File: src/design/stk_pkg.sv
package stk_pkg;

    localparam int unsigned CNT_W    = 24;
    localparam int unsigned DATA_W   = 32;
    localparam int unsigned CLAMP_PERIODS = 3;

    localparam logic [1:0] CMD_READ  = 2'd0;
    localparam logic [1:0] CMD_WRITE = 2'd1;
    localparam logic [1:0] CMD_TICK  = 2'd2;

    localparam logic [1:0] REG_CSR     = 2'd0;
    localparam logic [1:0] REG_RELOAD  = 2'd1;
    localparam logic [1:0] REG_CURRENT = 2'd2;
    localparam logic [1:0] REG_CALIB   = 2'd3;

    localparam logic CFG_OVR_ENABLE = 1'b0;
    localparam logic CFG_OVR_RELOAD = 1'b1;

    typedef struct packed {
        logic [1:0]        cmd;
        logic [1:0]        reg_index;
        logic [DATA_W-1:0] write_data;
    } t_in_item;

    typedef struct packed {
        logic [DATA_W-1:0] read_data;
        logic              irq_pend;
    } t_out_item;

    typedef struct packed {
        logic             we;
        logic             index;
        logic [CNT_W-1:0] wdata;
    } t_cfg_wr;

endpackage

File: src/design/systick_timer_with_reload_clamp_top.sv
// System timer with reload clamp: one register read, write or tick per transfer.
// The result passes through the input register, then the result register, before it is offered;
// throughput is one item per cycle while the result is taken (a stalled result holds the input
// register), set by the single-pass update.
// Reset clears the control bits, count flag, reload, count and both override registers;
// the block is ready for a transfer in the first cycle after reset.
module systick_timer_with_reload_clamp_top #(
    parameter int unsigned TICKS_TEN_MS = 10000
) (
    input  logic                  i_clk,
    input  logic                  i_rst_n,
    input  logic                  i_in_valid,
    output logic                  o_in_ready,
    input  stk_pkg::t_in_item     i_in,
    output logic                  o_out_valid,
    input  logic                  i_out_ready,
    output stk_pkg::t_out_item    o_out,
    input  logic                  i_cfg_we,
    input  logic                  i_cfg_index,
    input  logic [stk_pkg::CNT_W-1:0] i_cfg_wdata
);
    import stk_pkg::*;

    logic      q_valid;
    t_in_item  q_item;
    logic      out_can_load;
    logic      fire;
    t_out_item result;
    t_cfg_wr   cfg_wr;

    assign fire          = q_valid && out_can_load;
    assign cfg_wr.we     = i_cfg_we;
    assign cfg_wr.index  = i_cfg_index;
    assign cfg_wr.wdata  = i_cfg_wdata;

    stk_in_reg u_in_reg (
        .i_clk     (i_clk),
        .i_rst_n   (i_rst_n),
        .i_valid   (i_in_valid),
        .o_ready   (o_in_ready),
        .i_item    (i_in),
        .i_advance (fire),
        .o_valid   (q_valid),
        .o_item    (q_item)
    );

    stk_core #(
        .TICKS_TEN_MS (TICKS_TEN_MS)
    ) u_core (
        .i_clk    (i_clk),
        .i_rst_n  (i_rst_n),
        .i_cfg_wr (cfg_wr),
        .i_fire   (fire),
        .i_item   (q_item),
        .o_result (result)
    );

    stk_out_reg u_out_reg (
        .i_clk      (i_clk),
        .i_rst_n    (i_rst_n),
        .i_load     (fire),
        .i_item     (result),
        .o_can_load (out_can_load),
        .o_valid    (o_out_valid),
        .i_ready    (i_out_ready),
        .o_item     (o_out)
    );

endmodule

File: src/design/stk_in_reg.sv
module stk_in_reg (
    input  logic               i_clk,
    input  logic               i_rst_n,
    input  logic               i_valid,
    output logic               o_ready,
    input  stk_pkg::t_in_item  i_item,
    input  logic               i_advance,
    output logic               o_valid,
    output stk_pkg::t_in_item  o_item
);
    import stk_pkg::*;

    logic     r_valid;
    t_in_item r_item;

    assign o_ready = !r_valid || i_advance;
    assign o_valid = r_valid;
    assign o_item  = r_item;

    always_ff @(posedge i_clk) begin
        if (!i_rst_n) begin
            r_valid <= 1'b0;
        end else if (o_ready) begin
            r_valid <= i_valid;
        end
    end

    always_ff @(posedge i_clk) begin
        if (i_valid && o_ready) begin
            r_item <= i_item;
        end
    end

endmodule

File: src/design/stk_core.sv
module stk_core #(
    parameter int unsigned TICKS_TEN_MS = 10000
) (
    input  logic               i_clk,
    input  logic               i_rst_n,
    input  stk_pkg::t_cfg_wr   i_cfg_wr,
    input  logic               i_fire,
    input  stk_pkg::t_in_item  i_item,
    output stk_pkg::t_out_item o_result
);
    import stk_pkg::*;

    localparam logic [DATA_W-1:0] RELOAD_LO = DATA_W'(TICKS_TEN_MS);
    localparam logic [DATA_W-1:0] RELOAD_HI = DATA_W'(CLAMP_PERIODS * TICKS_TEN_MS);

    logic             r_ovr_en;
    logic [CNT_W-1:0] r_ovr_reload;

    logic             r_en;
    logic             r_tickint;
    logic             r_clksrc;
    logic             r_cflag;
    logic [CNT_W-1:0] r_reload;
    logic [CNT_W-1:0] r_count;

    logic             n_en;
    logic             n_tickint;
    logic             n_clksrc;
    logic             n_cflag;
    logic [CNT_W-1:0] n_reload;
    logic [CNT_W-1:0] n_count;

    logic             wr_en;
    logic             wr_cs;

    always_comb begin
        n_en      = r_en;
        n_tickint = r_tickint;
        n_clksrc  = r_clksrc;
        n_cflag   = r_cflag;
        n_reload  = r_reload;
        n_count   = r_count;
        o_result  = '0;
        wr_en     = i_item.write_data[0];
        wr_cs     = i_item.write_data[2];
        unique case (i_item.cmd)
            CMD_READ: begin
                unique case (i_item.reg_index)
                    REG_CSR: begin
                        o_result.read_data = {15'd0, r_cflag, 13'd0, r_clksrc, r_tickint, r_en};
                        n_cflag = 1'b1;
                    end
                    REG_RELOAD: begin
                        o_result.read_data = DATA_W'(r_reload);
                    end
                    REG_CURRENT: begin
                        o_result.read_data = DATA_W'(r_count);
                    end
                    REG_CALIB: begin
                        o_result.read_data = RELOAD_LO;
                    end
                endcase
            end
            CMD_WRITE: begin
                unique case (i_item.reg_index)
                    REG_CSR: begin
                        if (wr_en != r_en) begin
                            if (wr_en) begin
                                n_count = r_reload;
                            end
                        end else if (wr_cs != r_clksrc) begin
                            n_count = r_reload;
                        end
                        n_en      = wr_en;
                        n_tickint = i_item.write_data[1];
                        n_clksrc  = wr_cs;
                    end
                    REG_RELOAD: begin
                        if (r_ovr_en) begin
                            n_reload = r_ovr_reload;
                        end else if (i_item.write_data < RELOAD_LO) begin
                            n_reload = RELOAD_LO[CNT_W-1:0];
                        end else if (i_item.write_data > RELOAD_HI) begin
                            n_reload = RELOAD_HI[CNT_W-1:0];
                        end else begin
                            n_reload = i_item.write_data[CNT_W-1:0];
                        end
                    end
                    REG_CURRENT: begin
                        n_cflag = 1'b0;
                        n_count = r_reload;
                    end
                    REG_CALIB: begin
                    end
                endcase
            end
            CMD_TICK: begin
                if (r_en) begin
                    if (r_count == '0) begin
                        n_count = r_reload;
                    end else if (r_count == CNT_W'(1)) begin
                        n_cflag            = 1'b1;
                        o_result.irq_pend  = r_tickint;
                        n_count            = r_reload;
                    end else begin
                        n_count = r_count - CNT_W'(1);
                    end
                end
            end
            default: begin
            end
        endcase
    end

    always_ff @(posedge i_clk) begin
        if (!i_rst_n) begin
            r_ovr_en     <= 1'b0;
            r_ovr_reload <= '0;
        end else if (i_cfg_wr.we) begin
            unique case (i_cfg_wr.index)
                CFG_OVR_ENABLE: r_ovr_en     <= i_cfg_wr.wdata[0];
                CFG_OVR_RELOAD: r_ovr_reload <= i_cfg_wr.wdata;
            endcase
        end
    end

    always_ff @(posedge i_clk) begin
        if (!i_rst_n) begin
            r_en      <= 1'b0;
            r_tickint <= 1'b0;
            r_clksrc  <= 1'b0;
            r_cflag   <= 1'b0;
            r_reload  <= '0;
            r_count   <= '0;
        end else if (i_fire) begin
            r_en      <= n_en;
            r_tickint <= n_tickint;
            r_clksrc  <= n_clksrc;
            r_cflag   <= n_cflag;
            r_reload  <= n_reload;
            r_count   <= n_count;
        end
    end

endmodule

File: src/design/stk_out_reg.sv
module stk_out_reg (
    input  logic               i_clk,
    input  logic               i_rst_n,
    input  logic               i_load,
    input  stk_pkg::t_out_item i_item,
    output logic               o_can_load,
    output logic               o_valid,
    input  logic               i_ready,
    output stk_pkg::t_out_item o_item
);
    import stk_pkg::*;

    logic      r_valid;
    t_out_item r_item;

    assign o_can_load = !r_valid || i_ready;
    assign o_valid    = r_valid;
    assign o_item     = r_item;

    always_ff @(posedge i_clk) begin
        if (!i_rst_n) begin
            r_valid <= 1'b0;
        end else if (o_can_load) begin
            r_valid <= i_load;
        end
    end

    always_ff @(posedge i_clk) begin
        if (i_load) begin
            r_item <= i_item;
        end
    end

endmodule

File: config.mk
export PLATFORM = sky130hd
export DESIGN_NAME = systick_timer_with_reload_clamp_top
export DESIGN_NICKNAME = d
export VERILOG_FILES = /design/src/design/stk_pkg.sv /design/src/design/systick_timer_with_reload_clamp_top.sv /design/src/design/stk_in_reg.sv /design/src/design/stk_core.sv /design/src/design/stk_out_reg.sv
export SDC_FILE = /design/constraint.sdc
export NUM_CORES = 1
export LEC_CHECK = 0
export BUFFER_PORTS_ARGS = -buffer_cell sky130_fd_sc_hd__buf_2
export CAP_MARGIN = 10
export CORE_MARGIN = 1
export CORE_UTILIZATION = 45
export DETAILED_ROUTE_END_ITERATION = 12
export PLACE_DENSITY_LB_ADDON = 0.05
export SLEW_MARGIN = 20
export SYNTH_ARGS = -nofsm -noshare
export SYNTH_HDL_FRONTEND = slang
export SYNTH_SLANG_ARGS = --single-unit
File: constraint.sdc
create_clock -name i_clk -period 5.6 [get_ports i_clk]
set_clock_uncertainty 0.1 [all_clocks]
set_input_delay 1.4 -clock i_clk [delete_from_list [all_inputs] [get_ports i_clk]]
set_output_delay 1.4 -clock i_clk [all_outputs]
set_load 0.01 [all_outputs]
==> flow_summary.json <==
{
  "wl_per_cell_um": 16.5,
  "fin_crit_ps": 3480,
  "ys_seq_elements": 140,
  "root_buffer": "clkbuf_16",
  "multi_input_area_um2": 2560,
  "synth_top_area_share_pct": 29.4,
  "yosys.area.top_type": "edfxtp_1",
  "synth_most_common_cell": "nand2_1",
  "clk_latency_ps": 420,
  "async_reset_ff_share_pct": 0,
  "port_buffers": 92,
  "drtAntennaViolNets": 0,
  "leakagePower_nw": 2.73,
  "gp_congestion": 0.873,
  "area_growth_pct": 18.0,
  "antenna_found_initial": 0,
  "syn_avg_cell_area_um2": 9.45,
  "ys_types": 58,
  "numCtsBuffers": 17,
  "cts_tree": "built",
  "critPathLaunch": "i_out_ready",
  "drive_gt1_share_pct": 19.1,
  "cts_resized": 0,
  "dieArea_um2": 14300,
  "reg2regPathDepth": 6,
  "tns_ps": 0,
  "cap_violations": 0,
  "grt_pass1_vias": 4869,
  "grt_max_degree": 49,
  "ys_seq_area_share_pct": 54.8,
  "synth_area_leaders": "edfxtp_1 29%, dfxtp_1 25%, a21oi_1 6.5%, nand2_1 5.4%, nor2_1 3.7%",
  "slew_headroom_pct": 36.1,
  "first_pass_iters": 4,
  "grt-busiest-layer": "met2",
  "critPathKind": "in -> out",
  "drc_errors": 0,
  "htreeDepth": 4,
  "drt-total-wl_um": 15100,
  "synthCells": 659,
  "layout.nets": 796,
  "use_met2_pct": 34.9,
  "layout.area.seq_um2": 3410,
  "ios": 101,
  "slew_viol_final": 0,
  "die_h_um": 120,
  "clock_path_buffers": 2,
  "setup_viol": 0,
  "vias": 5127,
  "viasPerCell": 5.60,
  "power_density_nw_per_um2": 327,
  "pre_cts_ws_ps": 2010,
  "post_cts_buffers": 0,
  "r2r_start": "u_core.r_count[10]$_SDFFE_PN0P_",
  "grt_overflow": 0,
  "rsz0062_at_grt": "false",
  "yosys-top-cells-count": "90 x nand2_1, 81 x a21oi_1, 79 x dfxtp_1",
  "die_x_um": 120,
  "first_iter_violations": 397,
  "r2r_end": "u_core.r_count[18]$_SDFFE_PN0P_",
  "clk_pin_slew_ps": 60,
  "cp.arrival_ps": 1980,
  "synth_warnings": 0,
  "hold_class": "reg -> reg",
  "netlist_area_um2": 6230,
  "holdBufCountCts": 0,
  "start_util_pct": 46.7,
  "rows": 42,
  "gr-usage-met3_pct": 4.61,
  "hold_violations": 0,
  "end_kind": "output pin",
  "grt_use_total_pct": 22.2,
  "rrSetupSlack_ps": 2680,
  "ir_drop_mv": 0.213,
  "diodes": 0,
  "crit_end": "o_in_ready",
  "dpl.hpwl_um": 10400,
  "crit_path_max_fanout": 4,
  "postLayoutSetupSlackWorst_ps": 2120,
  "fmax_mhz": 287,
  "grt.met1_usage_pct": 29.1,
  "tightest_slew_ps": 958,
  "core_area_um2": 13300,
  "synth-edff-count": 61,
  "status": "completed",
  "fillCellCount": 1231,
  "cts_sinks": 140,
  "period_share_pct": 62.1,
  "critPathRequiredTime_ps": 4100,
  "setup.worst_path.start_class": "input port",
  "synth_top_flop_cell": "dfxtp_1",
  "grt_pass1_wl_um": 24400
}
logic make-up after synthesis:
| family | count (synthesis) | synth area share (%) |
|---|---|---|
| compound gates | 193 | 19.0 |
| xor+xnor | 1 | 0.141 |
| fa+ha+maj | 4 | 0.764 |
| buf+inv | 67 | 4.74 |
| flops | 140 | 54.8 |
| mux | 7 | 1.13 |
| other cells | 1 | 0.0602 |
| simple gates | 246 | 19.3 |
registers in the layout, indices dropped and copies added, names as in the netlist:
name	count
u_core.r_cflag	1
u_core.r_clksrc	1
u_core.r_count	24
u_core.r_en	1
u_core.r_ovr_en	1
u_core.r_ovr_reload	24
u_core.r_reload	24
u_core.r_tickint	1
u_in_reg.o_item	36
u_in_reg.o_valid	1
u_out_reg.o_item	25
u_out_reg.o_valid	1
critical path, cell delays in order:
cell,delay [ps]
buf_2,90
nor2b_1,220
nand2_1,110
buf_2,150
final cells by class:
cell class	count	share of cell area [%]
clock buffer	18	5.98
clock inverter	14	2.30
inverter	11	0.562
multi-input combinational	459	34.8
sequential	140	46.5
tap	176	3.00
timing repair buffer	98	6.88
power breakdown:
group	switching [mW]	internal, mW
Sequential	0.0252	1.10
Clock	0.435	0.713
Combinational	0.0818	0.0457
Total	0.542	1.86
per-stage QoR:
stage                     power [mW]  hold WS, ps  utilization, %  area, um^2  cells
after floorplan                 1.22          332               -        6250    666
after global placement          1.27          342            50.5        6740    884
after detailed placement        1.28          348            50.5        6740    884
after CTS                       2.42          356            55.0        7350    916
after global routing            2.48          378            55.0        7350    916
final                           2.40          354            55.0        7350    916
metal layers:
layer / share of wire (%) / wire length, um
met3: 5.8 / 869
met4: 1.6 / 242
met5: 0 / 0
met1: 45 / 6800
met2: 48 / 7170
layout by cell type, fill, tap and decap left out, types with 4 or more instances in the layout:
cell type / instances
a21oi_1: 81
a22oi_1: 15
a31oi_1: 5
and2_1: 6
and3_1: 11
buf_2: 92
buf_4: 6
clkbuf_16: 17
clkinv_4: 4
conb_1: 8
dfxtp_1: 79
edfxtp_1: 61
inv_1: 11
mux2i_1: 7
nand2_1: 90
nand3_1: 23
nor2_1: 61
nor3_1: 15
nor4_1: 10
nor4_4: 4
o211ai_1: 11
o21ai_0: 37
o2bb2ai_1: 10
o31ai_1: 5
or3_1: 6
worst min path at each step:
stage / cells after the start / endpoint / slack [ps] / from
after CTS: 2 / u_core.r_ovr_reload[9]$_SDFFE_PN0P_ / 360 / u_core.r_ovr_reload[9]$_SDFFE_PN0P_
after floorplan: 2 / u_core.r_ovr_reload[0]$_SDFFE_PN0P_ / 330 / u_core.r_ovr_reload[0]$_SDFFE_PN0P_
after detailed placement: 2 / u_core.r_ovr_reload[9]$_SDFFE_PN0P_ / 350 / u_core.r_ovr_reload[9]$_SDFFE_PN0P_
after global routing: 2 / u_core.r_ovr_reload[16]$_SDFFE_PN0P_ / 380 / u_core.r_ovr_reload[16]$_SDFFE_PN0P_
final: 2 / u_core.r_ovr_reload[9]$_SDFFE_PN0P_ / 350 / u_core.r_ovr_reload[9]$_SDFFE_PN0P_
after global placement: 2 / u_core.r_ovr_reload[9]$_SDFFE_PN0P_ / 340 / u_core.r_ovr_reload[9]$_SDFFE_PN0P_
Power figures use the tool's default switching activity.
